`config.mk`:
```
export PLATFORM = sky130hd
export DESIGN_NAME = glp_front
export DESIGN_NICKNAME = d
export VERILOG_FILES = /design/src/sv/glp_pkg.sv /design/src/sv/glp_front.sv
export SDC_FILE = /design/constraint.sdc
export NUM_CORES = 1
export LEC_CHECK = 0
export BUFFER_PORTS_ARGS = -buffer_cell sky130_fd_sc_hd__buf_2
export CAP_MARGIN = 25
export CELL_PAD_IN_SITES_DETAIL_PLACEMENT = 1
export CELL_PAD_IN_SITES_GLOBAL_PLACEMENT = 1
export CORE_MARGIN = 3
export CORE_UTILIZATION = 18
export DETAILED_ROUTE_END_ITERATION = 16
export PLACE_DENSITY = 0.95
export RECOVER_POWER = 100
export SLEW_MARGIN = 10
export SYNTH_ARGS = -nofsm -noshare
export SYNTH_HDL_FRONTEND = slang
export SYNTH_SLANG_ARGS = --single-unit
```
`constraint.sdc`:
```
create_clock -name vclk -period 1.9
set_input_delay 0.19 -clock vclk [all_inputs]
set_output_delay 0.19 -clock vclk [all_outputs]
set_load 0.005 [all_outputs]
```
`src/sv/glp_pkg.sv`:
```
// ----------------------------------------------------------------------------
// glp_pkg
// Shared types, codes and helpers for the gamma curve pixel mapper.
// ----------------------------------------------------------------------------
package glp_pkg;

    localparam logic       CMD_LOAD  = 1'b0;
    localparam logic       CMD_PIXEL = 1'b1;

    localparam logic [1:0] FMT_INDEX8   = 2'd0;
    localparam logic [1:0] FMT_RGB565   = 2'd1;
    localparam logic [1:0] FMT_ARGB4444 = 2'd2;
    localparam logic [1:0] FMT_RAW      = 2'd3;

    localparam logic [1:0] CFG_PIXEL_FORMAT = 2'd0;
    localparam logic [1:0] CFG_USE_INVERSE  = 2'd1;
    localparam logic [1:0] CFG_KEY_ENABLE   = 2'd2;
    localparam logic [1:0] CFG_KEY_VALUE    = 2'd3;

    localparam logic [7:0] LEVEL_MAX = 8'd255;

    localparam int Q_DEPTH = 2;
    localparam int Q_PTR_W = 1;
    localparam int Q_CNT_W = 2;

    typedef struct packed {
        logic [1:0]  pixel_format;
        logic        use_inverse;
        logic        key_enable;
        logic [15:0] key_value;
    } t_cfg;

    typedef struct packed {
        logic        is_load;
        logic        bypass;
        logic        passed;
        logic [7:0]  entry_index;
        logic [7:0]  entry_value;
        logic [15:0] pixel;
        logic [7:0]  addr0;
        logic [7:0]  addr1;
        logic [7:0]  addr2;
    } t_item;

    function automatic logic [15:0] f_key(input t_cfg cfg);
        logic [15:0] key;
        key = cfg.key_value;
        if (cfg.pixel_format == FMT_INDEX8) begin
            key = {8'h00, cfg.key_value[7:0]};
        end
        return key;
    endfunction

endpackage

```
`src/sv/glp_front.sv`:
```
// ----------------------------------------------------------------------------
// glp_front
// Accepts items, splits pixels into table addresses, flags raw/key bypass.
// ----------------------------------------------------------------------------
module glp_front (
    input  glp_pkg::t_cfg  i_cfg,
    input  logic           i_valid,
    input  logic           i_cmd,
    input  logic [7:0]     i_entry_index,
    input  logic [7:0]     i_entry_value,
    input  logic [15:0]    i_pixel_in,
    input  logic           i_full,
    output logic           o_stall,
    output logic           o_push,
    output glp_pkg::t_item o_item
);
    import glp_pkg::*;

    logic [15:0] w_key;
    logic [15:0] w_pix;
    logic        w_passed;

    assign o_stall = i_full;
    assign o_push  = i_valid && !i_full;

    always_comb begin
        w_key    = f_key(i_cfg);
        w_pix    = i_pixel_in;
        if (i_cfg.pixel_format == FMT_INDEX8) begin
            w_pix = {8'h00, i_pixel_in[7:0]};
        end
        w_passed = i_cfg.key_enable && (i_cfg.pixel_format != FMT_RAW) && (w_pix == w_key);

        o_item.is_load     = (i_cmd == CMD_LOAD);
        o_item.bypass      = (i_cfg.pixel_format == FMT_RAW) || w_passed;
        o_item.passed      = w_passed;
        o_item.entry_index = i_entry_index;
        o_item.entry_value = i_entry_value;
        o_item.pixel       = w_pix;

        unique case (i_cfg.pixel_format)
            FMT_INDEX8: begin
                o_item.addr0 = 8'h00;
                o_item.addr1 = 8'h00;
                o_item.addr2 = i_pixel_in[7:0];
            end
            FMT_RGB565: begin
                o_item.addr0 = {i_pixel_in[15:11], 3'b000};
                o_item.addr1 = {i_pixel_in[10:5], 2'b00};
                o_item.addr2 = {i_pixel_in[4:0], 3'b000};
            end
            FMT_ARGB4444: begin
                o_item.addr0 = {i_pixel_in[11:8], 4'h0};
                o_item.addr1 = {i_pixel_in[7:4], 4'h0};
                o_item.addr2 = {i_pixel_in[3:0], 4'h0};
            end
            default: begin
                o_item.addr0 = 8'h00;
                o_item.addr1 = 8'h00;
                o_item.addr2 = 8'h00;
            end
        endcase
    end

endmodule

```
After elaboration in Yosys (flattened, before gate mapping)

Index checks and enable logic that the tools add are counted.

Equality and inequality tests: 5
Muxes and demuxes: 3
Bitwise operators: 1
Reduce and logical (&&, ||, !) cells: 6

Operator list:

| operator             | count |
|---|---|
| $pmux W24 S3         | 1 |
| $mux W16             | 2 |
| $eq A16 B16 Y1       | 1 |
| $eq A2 B2 Y1 const B | 2 |
| $logic_and A1 B1 Y1  | 3 |
| $eq A2 B1 Y1 const B | 1 |
| $logic_not A2 Y1     | 1 |
| $ne A2 B2 Y1 const B | 1 |
| $logic_not A1 Y1     | 1 |
| $logic_or A1 B1 Y1   | 1 |
| $not A1 Y1           | 1 |

Word-level logic and storage cells: 15
Output and inout bits: 61
Bits of input ports: 55
Bits in registers: 0

Depth between registers and ports, before layout

Gate-level depths: netlist of run 1.

Depth after elaboration: 5
Gate-level depth with buffers: 5

Worst setup path before layout of run 1

Ideal clock, no wire load.

Path kind: input to output
From: input i_pixel_in[12]
To: output o_item[56] (netlist name)
Arrival: 1073 ps
Required time: 1710 ps
Buffers on the path: 1
Slack: 637 ps
Stages on the path: 5
Path through: xor2_1 > a2111oi_2 > a21oi_1 > nor4_1 > buf_4

Word-level cells in the longest chain between the ends: 3

RTL lines:

| element             | line            | text |
|---|---|---|
| start: declaration  | glp_front.sv:11 | `input logic [15:0] i_pixel_in,` |
| $mux W16            | glp_front.sv:29 | `if (i_cfg.pixel_format == FMT_INDEX8) begin` |
| $eq A16 B16 Y1      | glp_front.sv:32 | `w_passed = i_cfg.key_enable && (i_cfg.pixel_format != FMT_RAW) && (w_pix == w_key);` |
| $logic_and A1 B1 Y1 | glp_front.sv:32 |  |
| end: declaration    | glp_front.sv:15 | `output glp_pkg::t_item o_item` |

Every way passes these cells.

==> impl_metrics.toml, run 1 <==
[grt]
grt_pass1_vias = 921
grt_max_degree = 16
grt_remaining_overflow = 0
antenna_found_initial = 0
gr-usage-all-layers_pct = 10.3
grt_first_pass_wirelength_mm = 4.29

[floorplan]
core_sq_um = 3830
die-area_sq_um = 4940
io_pins = 116
die_x_um = 70.3
rows = 22
start_util_pct = 19.4
dieHeight_um = 70.3

[layout]
area_delta_synth_final_pct = 26.9
seq_area_sq_um = 0
fillers = 515
final_cells = 207
diodes = 0
multiInputGateArea_sq_um = 494
final_cell_mix = "52 x buf_2, 27 x clkbuf_1, 14 x nor2b_1, 8 x a22o_1, 8 x xnor2_1"
drive_gt1_share_pct = 34.6
layout_commonest_cell = "buf_2"
clkbuf_count = 0
design.seq.count = 0
final_nets = 216

[routing]
wirelength_mm = 2.85
wl_per_cell_um = 13.7
drc = 0
via_per_inst = 4.38
first_iter_violations = 6
route.vias.total = 907
ant_nets = 0
dr.pass1.iters = 4

[outcome]
status = "complete, no violations"

[place]
finalWeightedCongestion = 0.762
io_buffers = 78
dp_cells = 207
dp_hpwl_mm = 2.54

[critical_path]
end_kind = "output pin"
critPathMaxFanout = 15
max_stage_delay_ns = 0.38
worst-setup-path-type = "in -> out"
required_ns = 1.71
cp_slowest_cell = "or3_1"
cp-start-kind = "input pin"
path_cells = "buf_2, o21ai_0, o2111ai_1, or3_1, o21ai_1, clkbuf_1"
worstPathArrival_ns = 1.47

[hold_path]
worstHoldEndpoint = "o_item[44]"
hold_path_depth = 0
hp-start = "i_entry_value[4]"
hp-class = "in -> out"

[synthesis]
synthAdderAreaFrac_pct = 0
synth.avg_cell_area_sq_um = 6.82
synth-compound-area-share_pct = 20.0
yosysSeqAreaShare_pct = 0
syn_inst = 109
synth-simple-area-share_pct = 24.9
synth_top_family_by_area = "buffers and inverters"
synth_xor_area_share_pct = 17.7
yosys_warnings = 0
netlist_area_sq_um = 743
synthMuxAreaShare_pct = 1.35
ys_types = 23

[clock_tree]
postCtsSetupBuffers = 0
ctsHoldBuffers = 0
post_cts_resized = 0

[pwr]
power.density_nw_per_um2 = 220
power_frac_clock_pct = 0
p_leak_uw = 0.000450
p_sw_uw = 109
switching_share_pct = 52.2
ir_drop_v = 0.0000528
intPower_uw = 99.4
seq_power_share_pct = 0
combPwrFrac_pct = 100.0

[sta]
period_share_pct = 87.3
timing_hold_violations_final = 0
rsz0062_at_grt = "false"
min_period_ns = 1.66
report.final.slew_viol_count = 0
setup_viol = 0
fmax_mhz = 603
tns_ns = 0

[run]
drv_cap = 0
[metal layers]
metal	vias to the layer above	GRT usage, %	routed length [um]
met4	0	1.28	42
met5	-	0	0
met1	410	11.5	1160
li1	430	-	-
met2	61	19.8	1350
met3	6	2.73	300
[power by group through the flow]
stage / sequential, uW / combinational, uW / clock (uW)
2_1_floorplan: 0 / 143 / 0
3_3_place_gp: 0 / 219 / 0
3_5_place_dp: 0 / 223 / 0
4_1_cts: 0 / 224 / 0
5_1_grt: 0 / 234 / 0
6_report: 0 / 208 / 0
[cells in the mapped netlist]
cell type | count | share of area (%)
buf_2 | 1 | 0.67
inv_1 | 3 | 1.5
a2111oi_2 | 1 | 2.0
buf_4 | 31 | 31
a22o_1 | 8 | 9.4
nand3_1 | 1 | 0.67
nor2_1 | 2 | 1.0
nor4_1 | 2 | 1.7
clkbuf_1 | 4 | 2.0
nor2b_1 | 14 | 12
nand3b_1 | 1 | 1.0
xor2_1 | 7 | 8.2
o2111ai_1 | 1 | 1.2
o21ai_1 | 2 | 1.3
mux2i_1 | 1 | 1.3
o21ai_0 | 4 | 2.7
nand4_1 | 1 | 0.84
or3_1 | 1 | 0.84
and2_1 | 6 | 5.1
xnor2_1 | 8 | 9.4
nand2_1 | 4 | 2.0
a21oi_1 | 5 | 3.4
conb_1 | 1 | 0.50
[logic make-up after synthesis]
kind of cell | count (synthesis)
compound gates | 21
xor+xnor | 15
buf+inv | 39
mux | 1
other cells | 1
simple gates | 32
[worst max path at each step]
| stage | endpoint | from | slack, ns |
|---|---|---|---|
| 6_report | o_item[57] | i_cfg[19] | 0.24 |
| 5_1_grt | o_item[13] | i_cfg[18] | 0.13 |
| 2_1_floorplan | o_item[56] | i_pixel_in[12] | 0.64 |
| 3_3_place_gp | o_item[57] | i_pixel_in[3] | 0.37 |
| 3_5_place_dp | o_item[57] | i_cfg[19] | 0.32 |
| 4_1_cts | o_item[57] | i_cfg[19] | 0.32 |
[area by class of cell]
type | count | share of cell area [%]
Multi-Input combinational cell | 74 | 52.4
Timing Repair Buffer | 82 | 40.1
Tap cell | 48 | 6.37
Inverter | 3 | 1.19
[critical path: cells and delay by family]
| family | cells | cell delay [ns] |
|---|---|---|
| buffers and inverters | 2 | 0.33 |
| and+or+nand+nor | 1 | 0.38 |
| AOI/OAI and AO/OA | 3 | 0.57 |
[per-stage QoR]
step           hold slack, ns  cell area, sq um  util (%)  worst slack (ns)  total power, uW
6_report                0.380               943      24.7             0.242              208
5_1_grt                 0.380               943      24.7             0.135              234
2_1_floorplan           0.407               758         -             0.637              143
3_3_place_gp            0.380               986      25.8             0.372              219
3_5_place_dp            0.380               986      25.8             0.324              223
4_1_cts                 0.380               986      25.8             0.324              224
Power figures use the tool's default switching activity.
==> inputs of run 2 (changes only) <==
--- a/config.mk
+++ b/config.mk
@@ -5,7 +5,7 @@
 export SDC_FILE = /design/constraint.sdc
 export NUM_CORES = 1
 export LEC_CHECK = 0
-export BUFFER_PORTS_ARGS = -buffer_cell sky130_fd_sc_hd__buf_2
+export BUFFER_PORTS_ARGS = -buffer_cell sky130_fd_sc_hd__clkbuf_2
 export CAP_MARGIN = 25
 export CELL_PAD_IN_SITES_DETAIL_PLACEMENT = 1
 export CELL_PAD_IN_SITES_GLOBAL_PLACEMENT = 1
==> impl_metrics.toml, run 2 (synthesis results as in run 1) <==
[layout]
drive_gt1_share_pct = 37.5
clkbuf_count = 0
diodes = 0
area_delta_synth_final_pct = 28.3
seq_area_sq_um = 0
layout_commonest_cell = "clkbuf_2"
design.seq.count = 0
design_area_sq_um = 953
fillers = 524
final_cell_mix = "58 x clkbuf_2, 23 x clkbuf_1, 14 x nor2b_1, 8 x a22o_1, 8 x xnor2_1"
final_nets = 217

[floorplan]
dieHeight_um = 70.3
die_x_um = 70.3
start_util_pct = 19.4
core_sq_um = 3830
die-area_sq_um = 4940
rows = 22
io_pins = 116

[hold_path]
hp-class = "in -> out"
hold_path_depth = 0

[clock_tree]
post_cts_resized = 0
ctsHoldBuffers = 0
postCtsSetupBuffers = 0

[routing]
dr.pass1.iters = 2
route.vias.total = 892
via_per_inst = 4.29
met2WireLength_mm = 1.44
first_iter_violations = 3
highest_layer = "met4"
wl_per_cell_um = 14.1
wirelength_mm = 2.92
wl_met1_mm = 1.18
wl_met3_um = 265
ant_nets = 0
drc = 0

[grt]
antenna_found_initial = 0
grt_max_degree = 16
grt_remaining_overflow = 0
grt_first_pass_wirelength_mm = 4.77
gr-usage-all-layers_pct = 11.4
grt_pass1_vias = 960

[critical_path]
required_ns = 1.71
worst-setup-path-type = "in -> out"
cp-start-kind = "input pin"
worstPathArrival_ns = 1.46
critPathMaxFanout = 15
end_kind = "output pin"

[pwr]
ir_drop_v = 0.0000579
power.density_nw_per_um2 = 222
p_leak_uw = 0.000471

[place]
placedInstanceArea_sq_um = 993
dp_hpwl_mm = 2.63
finalWeightedCongestion = 0.715
io_buffers = 78
dp_slack_ns = 0.247

[sta]
fmax_mhz = 606
period_share_pct = 86.9
min_period_ns = 1.65
setup_viol = 0
rsz0062_at_grt = "false"
report.final.slew_viol_count = 0
timing_hold_violations_final = 0
fin_ws_ns = 0.249
tns_ns = 0

[outcome]
status = "complete, no violations"

[run]
drv_cap = 0
==> run 2: cell type report <==
class / instances / area, sq um / share of cell area [%]
tap: 48 / 60.1 / 6.30
inverter: 3 / 11.3 / 1.18
multi-input combinational: 74 / 494 / 51.8
timing repair buffer: 83 / 388 / 40.7
==> run 2: worst max-delay path, cell delays in order <==
cell and delay [ns]:
clkbuf_2 0.23, o21ai_1 0.24, o2111ai_1 0.15, or3_1 0.39, o21ai_1 0.12, clkbuf_1 0.14
==> run 2: stage by stage <==
stage	total power, uW	instances	hold slack [ns]	util (%)
3_3_place_gp	222	208	0.380	26.0
5_1_grt	240	208	0.380	24.9
6_report	212	208	0.380	24.9
3_5_place_dp	227	208	0.380	26.0
4_1_cts	227	208	0.380	26.0
2_1_floorplan	143	113	0.407	-
==> run 2: path summary, 6_finish.rpt <==
check,startpoint,endpoint,slack (ns)
setup / recovery,i_cfg[18],o_item[57],0.25
hold / removal,i_entry_value[4],o_item[44],0.38
==> run 2: per-layer routing <==
| layer | up-vias | global-route usage (%) |
|---|---|---|
| met5 | - | 0 |
| met4 | 0 | 1.28 |
| met3 | 6 | 1.87 |
| met2 | 61 | 21.6 |
| met1 | 396 | 13.7 |
| li1 | 429 | - |
==> run 2: report_power, final <==
group	internal [uW]	leakage (uW)	switching, uW
Combinational	101	0.000471	111
Sequential	0	0	0
Clock	0	0	0
Total	101	0.000471	111
