File: src/sv/glp_pkg.sv
// ----------------------------------------------------------------------------
// glp_pkg
// Shared types, codes and helpers for the gamma curve pixel mapper.
// ----------------------------------------------------------------------------
package glp_pkg;

    localparam logic       CMD_LOAD  = 1'b0;
    localparam logic       CMD_PIXEL = 1'b1;

    localparam logic [1:0] FMT_INDEX8   = 2'd0;
    localparam logic [1:0] FMT_RGB565   = 2'd1;
    localparam logic [1:0] FMT_ARGB4444 = 2'd2;
    localparam logic [1:0] FMT_RAW      = 2'd3;

    localparam logic [1:0] CFG_PIXEL_FORMAT = 2'd0;
    localparam logic [1:0] CFG_USE_INVERSE  = 2'd1;
    localparam logic [1:0] CFG_KEY_ENABLE   = 2'd2;
    localparam logic [1:0] CFG_KEY_VALUE    = 2'd3;

    localparam logic [7:0] LEVEL_MAX = 8'd255;

    localparam int Q_DEPTH = 2;
    localparam int Q_PTR_W = 1;
    localparam int Q_CNT_W = 2;

    typedef struct packed {
        logic [1:0]  pixel_format;
        logic        use_inverse;
        logic        key_enable;
        logic [15:0] key_value;
    } t_cfg;

    typedef struct packed {
        logic        is_load;
        logic        bypass;
        logic        passed;
        logic [7:0]  entry_index;
        logic [7:0]  entry_value;
        logic [15:0] pixel;
        logic [7:0]  addr0;
        logic [7:0]  addr1;
        logic [7:0]  addr2;
    } t_item;

    function automatic logic [15:0] f_key(input t_cfg cfg);
        logic [15:0] key;
        key = cfg.key_value;
        if (cfg.pixel_format == FMT_INDEX8) begin
            key = {8'h00, cfg.key_value[7:0]};
        end
        return key;
    endfunction

endpackage

File: src/sv/glp_queue.sv
// ----------------------------------------------------------------------------
// glp_queue
// Two-entry item queue between the front and back ends.
// ----------------------------------------------------------------------------
module glp_queue (
    input  logic                          i_clk,
    input  logic                          i_rst_n,
    input  logic                          i_push,
    input  glp_pkg::t_item                i_item,
    input  logic                          i_pop,
    output logic                          o_full,
    output logic                          o_empty,
    output glp_pkg::t_item                o_item,
    output logic [glp_pkg::Q_CNT_W-1:0]   o_count
);
    import glp_pkg::*;

    t_item               r_mem [Q_DEPTH];
    logic [Q_PTR_W-1:0]  r_wp;
    logic [Q_PTR_W-1:0]  r_rp;
    logic [Q_CNT_W-1:0]  r_cnt;

    assign o_full  = (r_cnt == Q_CNT_W'(Q_DEPTH));
    assign o_empty = (r_cnt == '0);
    assign o_item  = r_mem[r_rp];
    assign o_count = r_cnt;

    always_ff @(posedge i_clk) begin
        if (i_push) begin
            r_mem[r_wp] <= i_item;
        end
    end

    always_ff @(posedge i_clk) begin
        if (!i_rst_n) begin
            r_wp  <= '0;
            r_rp  <= '0;
            r_cnt <= '0;
        end else begin
            if (i_push) begin
                r_wp <= r_wp + 1'b1;
            end
            if (i_pop) begin
                r_rp <= r_rp + 1'b1;
            end
            if (i_push && !i_pop) begin
                r_cnt <= r_cnt + 1'b1;
            end else if (!i_push && i_pop) begin
                r_cnt <= r_cnt - 1'b1;
            end
        end
    end

endmodule

File: config.mk
export PLATFORM = sky130hd
export DESIGN_NAME = glp_queue
export DESIGN_NICKNAME = d
export VERILOG_FILES = /design/src/sv/glp_pkg.sv /design/src/sv/glp_queue.sv
export SDC_FILE = /design/constraint.sdc
export NUM_CORES = 1
export LEC_CHECK = 0
export BUFFER_PORTS_ARGS = -buffer_cell sky130_fd_sc_hd__clkbuf_2
export CORE_MARGIN = 3
export CORE_UTILIZATION = 55
export DETAILED_ROUTE_END_ITERATION = 10
export PLACE_DENSITY = 0.83
export SYNTH_ARGS = -nofsm -noshare
export SYNTH_HDL_FRONTEND = slang
export SYNTH_SLANG_ARGS = --single-unit
export TNS_END_PERCENT = 30
File: constraint.sdc
create_clock -name i_clk -period 7.3 [get_ports i_clk]
set_input_delay 1.095 -clock i_clk [delete_from_list [all_inputs] [get_ports i_clk]]
set_output_delay 1.095 -clock i_clk [all_outputs]
set_load 0.005 [all_outputs]
Word level (Yosys, flattened, before mapping)
Memories as Yosys holds them, arrays and structs flattened. A register that Yosys moved wholly into a read port is not among the register bits.
Cells that the tools add are included.

word-level totals
  memories = 1
  bits in latches = 0
  register bits = 4
  memory bits (writable) = 118
  output and inout bits = 63
  word-level logic and storage cells = 21
  bits of input ports = 63
  ROM bits = 0

cells by class
  divide/modulo/power cells = 0
  $add $sub $neg = 4
  mux-type cells = 6
  equal/unequal tests = 1
  reductions and logical operators = 6
  $lt $le $gt $ge = 0
  multiply operators = 0
  bitwise gates (word level) = 0
  shift operators = 0

memory list
  name   words  width  read ports  clocked after memory_dff  write ports  RTL line         RTL
  r_mem  2      59     1           1                         1            glp_queue.sv:18  t_item r_mem [Q_DEPTH];

operators by type and width
  cell                                              number
  two-way mux 1 bit                                 4
  two-way mux 2 bit                                 2
  adder 1 bit, second input constant                2
  adder 2 x 1 -> 2 bit, second input constant       1
  == test 2 bit, second input constant              1
  logical AND 1 bit                                 2
  zero test 1 bit                                   2
  zero test 2 bit                                   1
  nonzero test 2 bit                                1
  subtractor 2 x 1 -> 2 bit, second input constant  1

Depth between registers and ports, before layout
Gate-level depths: netlist (run 1).

  depth after elaboration = 4
  depth in mapped cells = 5
  mapped depth without buffers = 5

Worst setup path before layout (run 1)
OpenSTA, ideal clock, no wires.

  path kind = input to register
  from = input i_push
  to = memory r_mem[0][0] in the netlist's numbering, enable pin
  arrival time = 3727 ps
  slack = 3089 ps
  cell stages on the path = 1
  required time = 6816 ps
  path buffers = 0
  path through = nor2b_1

between the ends
  word-level cells in the longest chain between the ends = 2

RTL lines
  element                                  RTL line         RTL
  start: declaration                       glp_queue.sv:8   input logic i_push,
  two-way mux 1 bit                        glp_queue.sv:29  if (i_push) begin
  two-way mux 1 bit (implied by the code)  glp_queue.sv:30  r_mem[r_wp] <= i_item;
  end: declaration                         glp_queue.sv:18

No other way between the ends.

==> impl.org, run 1 <==
** Placement
- Port buffering added 125 buffers.
- The HPWL after detailed placement is 5.14 mm.
- Final estimated routing congestion in global placement :: 0.726

** Worst setup path
- The slowest stage of the critical path belongs to the cell sky130_fd_sc_hd__dfxtp_2.
- Counting cells, the worst reg-to-reg path comes to 2.
- Kind of end point of the critical path :: primary output
- Req. time, crit path :: 6200 ps
- The largest single stage delay on the critical path is 830 ps.
- Series of cell instances along the critical path :: buf_4 > mux2_2 > clkbuf_2
- Data arrives at the worst endpoint at 2320 ps.
- The worst setup path is launched from a register.
- Max Fanout on Critical Path :: 32
- Type of the worst setup path :: reg2out

** Route
- The pre-antenna-repair detailed-routing pass consisted of 4 iterations.
- Summing over every cut layer, the via total after detailed routing is 2328.
- Avg Vias per Cell :: 5.05
- The detailed router finished its first iteration with 85 violations.
- After detailed routing, the number of remaining DRC violations is 0.
- The final layout contains routed wiring with a total length of 7.77 mm.
- Routed wire length per instance :: 16.8 microns
- In this run the remaining antenna-violating nets after routing total 0.

** Timing
- Dividing the final minimum period by the clock period gives 0.468.
- Setup repair after global routing left no endpoint under its margin.
- After routing, the total negative slack on setup checks comes to 0 ps.
- The worst pin sits at a relative slew slack of 0.483.
- The worst path needs 3420 ps of the cycle, external delays included.
- Worst setup skew after layout :: 6.40 ps
- The count of final hold-check violations came to 0.
- At the pin with the least slew margin, the transition time is 775 ps.
- The total count of max-transition violations in the final report came to 0.
- Setup violations remaining at the end of the flow were counted as 0.
- Upper clock frequency limit :: 293 MHz

** Power and ir drop
- Combinational power share :: 0.079
- The share of total power dissipated in sequential elements is 0.464.
- The analysis attributes to net switching a power of 0.351 mW.
- Total power after layout :: 1.80 mW
- VDD sags by at most 0.215 mV.
- Of the total power, the share spent switching nets is 0.195.
- Power Density :: 308 nW/um^2
- Part of the power in the clock network :: 0.457
- Internal Dissipation :: 1.45 mW
- In this run the static leakage power is 2.29 nW.

** Status
- The run finished with clean final reports.

** Clocking
- CTS placed an instance of sky130_fd_sc_hd__clkbuf_8 at the clock tree root.
- Post-CTS setup buffer count :: 0
- Clock latency on the worst-skew pair, taken at its later pin, is 490 ps.
- Count of instances resized after the clock tree is built :: 0
- Post-cts hold buffer count :: 0
- No sink is reached through more buffers than the 2 on the longest clock path.
- The H-tree was split into 4 levels.
- Clock-pin slew was measured on the worst setup and hold paths at 50 ps.
- The clock drives 123 sinks.
- TritonCTS built the clock tree.
- CTS buffer count :: 17

** Die
- Initial standard-cell utilization of the core :: 0.576
- IO Count :: 126
- After floorplanning, the core was sized to cover 7850 sq um.
- Height of the chip :: 96.6 microns
- Width of the die :: 96.6 microns
- The die covers 9340 sq um.
- Std-Cell Rows :: 32

** Yosys
- For this run, the number of Yosys warnings is 0.
- Sequential share of the synthesized area :: 0.806
- Synthesis handed over a netlist of 206 instances.
- Synthesis inferred 123 register bits.
- Unique masters post-synth :: 18
- Synthesis produced a netlist with a net count of 270.
- For this run, asynchronously set or reset flops after synthesis account for 0.
- For this run, the leading register cell type out of synthesis is sky130_fd_sc_hd__edfxtp_1.
- The synthesized design contains 118 enable-type register cells.
- Synth Cell Area :: 4520 sq um
- After synthesis, the mean cell area works out to 21.9 sq um.

** Job
- Number of maximum-capacitance constraint violations :: 0

** Final layout
- Fillers :: 484
- The final layout contains 410 nets.
- Of the cells placed in the final design, the portion with a size suffix greater than 1 is 0.607.
- The number of antenna diodes in the final layout is 0.
- Area growth from synthesis to final layout :: 29.3%

** Global routing
- Across every metal layer, demand over resource in global routing totals 0.175.
- Residual overflow from global routing :: 0
- Pin count of the biggest net entering global routing :: 61
- Number of antenna violations at the first check in global routing :: 0
- The first global-routing pass estimated 12.6 mm of wire.
- The number of global-route vias before repair is 2494.

** Hold path
- The worst hold path passes through 2 cells.
- Worst hold-check path type :: reg2reg
registers in the layout, indices dropped and copies added (netlist names), named ones only:
name     flops
o_count      2
r_wp         1
r_mem      118
r_rp         1
layer usage:
metal | part of all wire | GRT usage | vias up
met3 | 0.068 | 0.0598 | 6
met1 | 0.42 | 0.224 | 1116
li1 | - | - | 1098
met4 | 0.0091 | 0.0637 | 0
met2 | 0.51 | 0.279 | 108
met5 | 0 | 0 | -
power groups by stage:
stage | Combinational [mW] | Sequential, mW | Clock, mW
5_1_grt | 0.156 | 0.837 | 0.880
2_1_floorplan | 0.0837 | 0.839 | 0
6_report | 0.142 | 0.834 | 0.823
4_1_cts | 0.145 | 0.834 | 0.840
3_3_place_gp | 0.139 | 0.846 | 0
3_5_place_dp | 0.143 | 0.848 | 0
per-stage QoR:
step	utilization	setup slack (ps)	hold slack (ps)	instances	instance area [sq um]
after floorplan	-	3090	494	206	4520
after global placement	0.669	4380	494	429	5250
after detailed placement	0.669	4360	548	429	5250
after CTS	0.745	3840	557	461	5850
after global routing	0.745	3730	605	461	5850
final	0.745	3880	563	461	5850
Yosys cell counts, types with 2 or more instances:
| library cell | instances | share of area |
|---|---|---|
| sky130_fd_sc_hd__edfxtp_1 | 118 | 0.78 |
| sky130_fd_sc_hd__dfxtp_1 | 5 | 0.022 |
| sky130_fd_sc_hd__buf_6 | 2 | 0.0050 |
| sky130_fd_sc_hd__buf_2 | 4 | 0.0044 |
| sky130_fd_sc_hd__nor2b_1 | 3 | 0.0042 |
| sky130_fd_sc_hd__xor2_1 | 2 | 0.0039 |
| sky130_fd_sc_hd__mux2_2 | 49 | 0.12 |
| sky130_fd_sc_hd__mux2_4 | 10 | 0.033 |
| sky130_fd_sc_hd__and2_1 | 4 | 0.0055 |
path summary, 6_finish.rpt:
check / start / slack, ps / endpoint
worst min-delay path: o_count[1] / 560 / o_count[1]
worst max register to register: r_wp / 5450 / r_mem[1][35]
worst min register to register: o_count[1] / 560 / o_count[1]
worst max-delay path: register / 3880 / o_item[56]
critical path, delay by kind of cell (launching register included):
family | cells | cell delay, ps
mux | 1 | 390
buf+inv | 2 | 600
flops | 1 | 830
layout make-up:
type                            instances  area [sq um]  area share
Multi-Input combinational cell         75           823       0.141
Clock buffer                           20           425      0.0728
Tap cell                              102           128      0.0218
Timing Repair Buffer                  128           648       0.111
Sequential cell                       123          3640       0.624
Clock inverter                         12           173      0.0295
Inverter                                1          3.75    0.000642
placed cells by master (no fill, tap or decap), drive strengths merged, types with 2 or more instances in the layout:
cell,n
clkbuf,145
buf,3
mux2,59
nor2b,3
edfxtp,118
clkinv,7
and2,4
xor2,2
bufinv,4
dfxtp,5
cell families (layout without fill, tap and decap cells):
family | after synthesis | count (layout) | share of synthesized area
flip-flops | 123 | 123 | 0.806
multiplexers | 59 | 59 | 0.155
AND/OR/NAND/NOR | 9 | 9 | 0.0119
buffers and inverters | 8 | 161 | 0.0136
AO/OA/AOI/OAI | 3 | 3 | 0.00443
XOR/XNOR | 3 | 3 | 0.00582
adder cells (fa/ha/maj) | 1 | 1 | 0.00277
(Power assumes the default switching activity.)
==> run 2: changes to the inputs <==
--- a/config.mk
+++ b/config.mk
@@ -7,9 +7,9 @@
 export LEC_CHECK = 0
 export BUFFER_PORTS_ARGS = -buffer_cell sky130_fd_sc_hd__clkbuf_2
 export CORE_MARGIN = 3
-export CORE_UTILIZATION = 55
+export CORE_UTILIZATION = 51
 export DETAILED_ROUTE_END_ITERATION = 10
-export PLACE_DENSITY = 0.83
+export PLACE_DENSITY = 0.78
 export SYNTH_ARGS = -nofsm -noshare
 export SYNTH_HDL_FRONTEND = slang
 export SYNTH_SLANG_ARGS = --single-unit
==> constraint.sdc (replaced) <==
create_clock -name i_clk -period 3.2 [get_ports i_clk]
set_input_delay 0.48 -clock i_clk [delete_from_list [all_inputs] [get_ports i_clk]]
set_output_delay 0.48 -clock i_clk [all_outputs]
set_load 0.005 [all_outputs]
==> impl.org, run 2 (same netlist as run 1, synthesis figures left out) <==
** Timing
- The final-layout setup total negative slack came to 0 ps (unchanged).
- Part of the cycle the worst path needs :: 0.794
- Least-Margin Pin Slew :: 819 ps (+43.4 ps)
- The total count of max-transition violations in the final report came to 0 (unchanged).
- The final worst slack is 658 ps (-3220 ps).
- The normalized max-slew margin is 0.454 (-0.0290).
- Worst setup skew after layout :: 8.25 ps (+1.86 ps)
- Upper clock frequency limit :: 393 MHz
- Unrepaired setup endpoints after global routing :: false
- Time the final worst path needs with I/O delays and setup :: 2540 ps
- Total setup violations reported at the end of the flow :: 0 (unchanged)
- Hold Violations, Final :: 0 (unchanged)

** Worst setup path
- Cell depth of the worst flop-to-flop path :: 2 (unchanged)
- Series of cell instances along the critical path :: buf_12 > mux2_2 > clkbuf_2
- Max Fanout on Critical Path :: 39 (+22%)
- The worst setup path is launched from a register.
- Worst reg2reg path startpoint :: r_wp
- The worst setup path is of the reg2out kind.
- On the critical path, the stage with the largest delay is an instance of sky130_fd_sc_hd__dfxtp_2.
- The largest stage delay on the critical path was 720 ps (-110 ps).
- End point of the critical path :: o_item[13]
- The worst setup path is captured at a primary output.
- The data required time at the worst endpoint was 2720 ps (-3480 ps).
- Critical path data arrival time :: 2060 ps (-260 ps)
- Reg-to-reg critical path endpoint :: r_mem[1][55]
- Worst setup slack for register-to-register paths :: 1500 ps (-3950 ps)

** Final layout
- Commonest non-fill, non-tap cell in the layout :: sky130_fd_sc_hd__clkbuf_2
- Area of all placed cells without fillers :: 5890 sq um (+0.81%)
- Register with the most flip-flops :: r_mem
- Fin nets :: 411 (+0.24%)
- Relative to the synthesized area, the layout overhead comes to 30.4%.
- The non-filler instance count after layout came to 465 (+0.87%).
- The sequential standard cell area was 3640 sq um (unchanged).
- The number of diodes added for antenna fixing was 0 (unchanged).
- Most used cells in the layout excluding fill and tap cells :: 125 x sky130_fd_sc_hd__clkbuf_2, 118 x sky130_fd_sc_hd__edfxtp_1, 49 x sky130_fd_sc_hd__mux2_2
- Number of flip-flops under the largest register name :: 118 (unchanged)
- Fillers :: 575 (+19%)
- Fraction of layout instances using a drive strength above 1 :: 0.606 (-0.00169)
- Area of the multi-input gates :: 823 sq um (unchanged)

** Route
- The post-detailed-route via-to-cell ratio came to 5.07 (+0.42%).
- Violation count after the first detailed-routing iteration :: 81 (-4.7%)
- DRC Markers :: 0 (unchanged)
- First drt pass iteration count :: 4 (unchanged)
- Overall via count from detail_route :: 2358 (+1.3%)
- The detailed-route wire length per cell is 17.7 microns (+5.2%).
- Post-DRT Antenna Nets :: 0 (unchanged)
- Final wirelength :: 8.24 mm (+6.1%)

** Power and ir drop
- Worst vdd ir :: 0.465 mV (+120%)
- Power Density :: 703 nW/um^2 (+130%)
- Switching share of power :: 0.201 (+0.00563)
- The part of the total power dissipated in the clock network was 0.459 (+0.002).
- The switching power summed over all nets was 0.832 mW (+140%).
- Reg power frac :: 0.459 (-0.005)
- Internal Dissipation :: 3.31 mW (+130%)
- The static power due to leakage was 2.31 nW (+0.61%).
- The combinational cell fraction of total power came to 0.082 (+0.003).

** Placement
- The final weighted congestion in routability-driven placement came to 0.727 (+0.19%).
- HPWL after detailed placement :: 5.40 mm (+5.1%)
- Setup slack at placement :: 1160 ps (-3200 ps)
- The area of placed instances is 5300 sq um (+0.93%).
- IO buf count :: 125 (unchanged)
- The placed instance count is 433 (+0.93%).

** Global routing
- Number of antenna violations at the first check in global routing :: 0 (unchanged)
- GR Layer Usage met1 :: 0.212 (-0.0119)
- GRT Overall Usage :: 0.173 (-0.00156)
- The number of global-route vias before repair came to 2448 (-1.8%).
- Met3 Usage GRT :: 0.0646 (+0.00479)
- The largest net degree at the start of global routing is 40 (-34%).
- Top Usage Layer GRT :: met2
- Met2 usage in global routing :: 0.277 (-0.00193)
- Residual overflow from global routing :: 0 (unchanged)
- The wire length of the first global-routing pass was 12.7 mm (about the same).

** Die
- The core area is 8420 sq um (+7.3%).
- Std-Cell Rows :: 33 (+3.1%)
- The horizontal die dimension came to 100 microns (+3.6%).
- The total die area was 10000 sq um (+7.4%).
- Initial standard-cell utilization of the core :: 0.537 (-0.0394)
- The die outline height is 100 microns (+3.6%).
- IO Count :: 126 (unchanged)

** Clocking
- The clock latency of the later-clocked register in the worst-skew pair is 510 ps (+20 ps).
- H-tree levels :: 4 (unchanged)
- Clock input transition at the sequential cells of the worst setup and hold paths :: 60 ps (about the same)
- Count of instances resized after the clock tree is built :: 0 (unchanged)
- CTS placed an instance of sky130_fd_sc_hd__clkbuf_8 at the clock tree root.
- TritonCTS built the clock tree.
- The post-cts hold buffer count is 0 (unchanged).
- Post-CTS setup buffer count :: 0 (unchanged)
- The number of sinks driven by the clock tree came to 123 (unchanged).
- CTS buffer count :: 17 (unchanged)
- Clk buf depth :: 2 (unchanged)

** Job
- The max-capacitance violation count was 0 (unchanged).

** Status
- Outcome :: finished clean

** Hold path
- The worst hold path belongs to the class in2reg.
run 2: routing by layer:
metal / vias up / part of all wire
li1: 1100 / -
met1: 1149 / 0.41
met2: 98 / 0.51
met3: 11 / 0.071
met4: 0 / 0.014
met5: - / 0
run 2: layout make-up:
| type | instances | area share |
|---|---|---|
| Inverter | 1 | 0.000637 |
| Multi-Input combinational cell | 75 | 0.140 |
| Tap cell | 105 | 0.0223 |
| Clock inverter | 12 | 0.0291 |
| Timing Repair Buffer | 129 | 0.118 |
| Clock buffer | 20 | 0.0722 |
| Sequential cell | 123 | 0.618 |
run 2: metrics by stage:
step	utilization	hold slack [ps]	total power [mW]
after floorplan	-	494	2.10
after global placement	0.629	508	2.26
after detailed placement	0.629	527	2.28
after CTS	0.700	139	4.18
after global routing	0.700	138	4.28
final	0.700	160	4.14
run 2: worst min-delay path by stage:
stage                    start           end  slack (ps)  depth (start not counted)
finish              i_item[11]  r_mem[0][11]         160                          1
global route        i_item[53]  r_mem[1][53]         140                          1
CTS                 i_item[41]  r_mem[0][41]         140                          1
detailed placement  o_count[1]    o_count[1]         530                          2
global placement    o_count[1]    o_count[1]         510                          2
floorplan           o_count[1]    o_count[1]         490                          2
run 2: worst max-delay path, delay by kind of cell (launching register included):
family / cells / cell delay [ps]
buf+inv: 2 / 440
mux: 1 / 380
flops: 1 / 720
run 2: power groups by stage:
| stage | clock [mW] | combinational (mW) | sequential, mW |
|---|---|---|---|
| 2_1_floorplan | 0 | 0.191 | 1.91 |
| 3_3_place_gp | 0 | 0.338 | 1.92 |
| 3_5_place_dp | 0 | 0.344 | 1.93 |
| 4_1_cts | 1.93 | 0.347 | 1.90 |
| 5_1_grt | 2.00 | 0.374 | 1.91 |
| 6_report | 1.90 | 0.340 | 1.90 |
==> run 3: changes to the inputs <==
==> constraint.sdc (replaced) <==
create_clock -name i_clk -period 2.5 [get_ports i_clk]
set_input_delay 0.375 -clock i_clk [delete_from_list [all_inputs] [get_ports i_clk]]
set_output_delay 0.375 -clock i_clk [all_outputs]
set_load 0.005 [all_outputs]
==> impl.org, run 3 (same netlist as run 1, synthesis figures left out) <==
** Timing
- The final-layout setup total negative slack is 0 ps (unchanged).
- Worst setup skew after layout :: 9.57 ps (+1.31 ps)
- The routed design could run at a clock period as short as 2110 ps.
- Max-slew violation count :: 0 (unchanged)
- The count of final hold-check violations came to 0 (unchanged).
- Unrepaired setup endpoints after global routing :: false
- Upper clock frequency limit :: 474 MHz
- The normalized max-slew margin was 0.655 (+0.200).
- Dividing the final minimum period by the clock period gives 0.844.
- The actual slew at the worst max-slew pin came to 518 ps (-301 ps).
- Total setup violations reported at the end of the flow :: 0 (unchanged)

** Clocking
- The total CTS buffers was 17 (unchanged).
- TritonCTS built the clock tree.
- The clock-pin slew of the registers on the worst-case setup and hold paths came to 60 ps (about the same).
- The tree is rooted in a sky130_fd_sc_hd__clkbuf_8.
- The number of sinks driven by the clock tree came to 123 (unchanged).
- The maximum level of the CTS H-tree was 4 (unchanged).
- Clk buf depth :: 2 (unchanged)
- The post-cts hold buffer count came to 0 (unchanged).
- Post-CTS setup buffer count :: 0 (unchanged)
- The clock latency of the later-clocked register in the worst-skew pair came to 490 ps (-20 ps).
- Count of instances resized after the clock tree is built :: 0 (unchanged)

** Final layout
- The multi-input gate area in the final layout came to 823 sq um (unchanged).
- In the layout the commonest cells are 125 x sky130_fd_sc_hd__clkbuf_2, 118 x sky130_fd_sc_hd__edfxtp_1, 49 x sky130_fd_sc_hd__mux2_2.
- Fin nets :: 413 (+0.49%)
- The number of inserted filler cells in the final layout was 533 (-7.3%).
- Register with the most flip-flops :: r_mem
- From synthesis to final layout, the design area changed by 30.9%.
- The number of diodes added for antenna fixing was 0 (unchanged).
- Area occupied by registers :: 3640 sq um (unchanged)
- The number of flip-flops under the largest register name was 118 (unchanged).
- Core Util, Final :: 0.702 (+0.00267)
- Leaving out fill and tap cells, the most frequent cell in the layout is sky130_fd_sc_hd__clkbuf_2.
- Fraction of layout instances using a drive strength above 1 :: 0.615 (+0.00940)

** Die
- Height of the chip :: 100 microns (unchanged)
- The number of rows in the core area is 33 (unchanged).
- Core Area :: 8420 sq um (unchanged)
- The horizontal die dimension was 100 microns (unchanged).
- The starting density of the core came to 0.537 (unchanged).
- The I/O pin total was 126 (unchanged).
- Full die area :: 10000 sq um (unchanged)

** Worst setup path
- Req. time, crit path :: 2120 ps (-600 ps)
- Worst setup slack for register-to-register paths :: 970 ps (-530 ps)
- The data arrival time of the critical path was 1740 ps (-320 ps).
- The worst setup path is captured at a primary output.
- Type of the worst setup path :: reg2out
- Max Fanout on Critical Path :: 33 (-15%)
- The length in cells of the worst reg-to-reg path came to 2 (unchanged).
- The endpoint identified for the worst register-to-register timing path is r_mem[1][29].
- End point of the critical path :: o_item[22]
- STA classifies the critical path startpoint as a register.
- Worst reg2reg path startpoint :: r_wp

** Global routing
- Number of global-route vias before repair :: 2490 (+1.7%)
- The global route total overflow is 0 (unchanged).
- GRT Overall Usage :: 0.165 (-0.00859)
- Pin count of the biggest net entering global routing :: 40 (unchanged)
- The initial antenna violation count is 0 (unchanged).
- First-pass GRT wire length :: 12.4 mm (-1.8%)

** Power and ir drop
- Part of the power in the clock network :: 0.479 (+0.020)
- Power spent charging and discharging nets :: 1.06 mW (+27%)
- Worst vdd ir :: 0.523 mV (+13%)
- Leakage power :: 2.33 nW (+1.0%)
- Switching share of power :: 0.193 (-0.00765)
- The combinational cell fraction of total power is 0.081 (about the same).
- The power density of the placed cells was 927 nW/um^2 (+32%).
- The sequential share of power is 0.440 (-0.019).
- Internal Dissipation :: 4.42 mW (+34%)

** Route
- Avg Vias per Cell :: 5.13 (+1.1%)
- Violation count after the first detailed-routing iteration :: 61 (-25%)
- Overall via count from detail_route :: 2390 (+1.4%)
- The count of unresolved DRC violations after routing came to 0 (unchanged).
- The remaining antenna violation count after routing was 0 (unchanged).
- The detailed-route wire length per cell is 17.2 microns (-3.0%).
- The final wirelength came to 8.01 mm (-2.8%).
- The number of search-and-repair iterations in the first detailed-routing pass was 4 (unchanged).

** Job
- Number of maximum-capacitance constraint violations :: 0 (unchanged)

** Placement
- HPWL after detailed placement :: 5.34 mm (-1.1%)
- The count of input and output buffers was 125 (unchanged).
- The final weighted congestion in routability-driven placement was 0.710 (-2.3%).

** Hold path
- Depth of the worst hold-timing path :: 1 (unchanged)
- The min-delay analysis places its worst path in the category in2reg.

** Status
- Outcome :: finished clean
run 3: changes by cell type in the layout (fill, tap and decap cells not counted):
cell / change
sky130_fd_sc_hd__bufinv_16: +2
sky130_fd_sc_hd__clkbuf_1: -2
sky130_fd_sc_hd__inv_6: -1
sky130_fd_sc_hd__clkinv_1: -1
sky130_fd_sc_hd__clkinv_2: +1
sky130_fd_sc_hd__buf_4: +5
sky130_fd_sc_hd__buf_12: -3
run 3: power groups by stage:
stage          logic (mW)  registers, mW  clock network [mW]
6_report            0.442           2.41                2.63
5_1_grt             0.484           2.42                2.76
4_1_cts             0.450           2.41                2.67
3_5_place_dp        0.448           2.46                   0
3_3_place_gp        0.439           2.45                   0
2_1_floorplan       0.245           2.45                   0
run 3: how the worst min path moves through the flow:
stage	start	to	slack (ps)
after global routing	i_item[38]	r_mem[0][38]	40
final	i_item[28]	r_mem[0][28]	70
after detailed placement	o_count[1]	o_count[1]	540
after floorplan	i_item[0]	r_mem[0][0]	470
after global placement	o_count[1]	o_count[1]	500
after CTS	i_item[28]	r_mem[0][28]	40
run 3: final cells by class:
type,instances,area share
multi-input cells,75,0.139
well taps,105,0.0222
clock inverters,13,0.0379
flip-flops and latches,123,0.616
repair buffers,131,0.113
clock buffers,18,0.0706
inverters,1,0.000635
run 3: metrics by stage:
| stage | power (mW) | instances | worst slack (ps) | hold slack (ps) | area, sq um |
|---|---|---|---|---|---|
| after floorplan | 2.69 | 206 | 125 | 474 | 4520 |
| after global placement | 2.89 | 435 | 877 | 504 | 5270 |
| after detailed placement | 2.90 | 435 | 855 | 545 | 5270 |
| after CTS | 5.53 | 466 | 342 | 42.9 | 5920 |
| after global routing | 5.67 | 466 | 319 | 44.6 | 5920 |
| final | 5.48 | 466 | 390 | 71.8 | 5920 |
run 3: critical path: stages, from the launching register on:
cell	delay (ps)
sky130_fd_sc_hd__dfxtp_2	320
sky130_fd_sc_hd__buf_4	390
sky130_fd_sc_hd__mux2_2	410
sky130_fd_sc_hd__clkbuf_2	120
run 3: layer usage:
metal	track usage	share of wire	routed length [microns]
met4	0.0653	0.010	82
met5	0	0	0
met3	0.0521	0.064	516
met1	0.203	0.42	3380
met2	0.272	0.50	4040
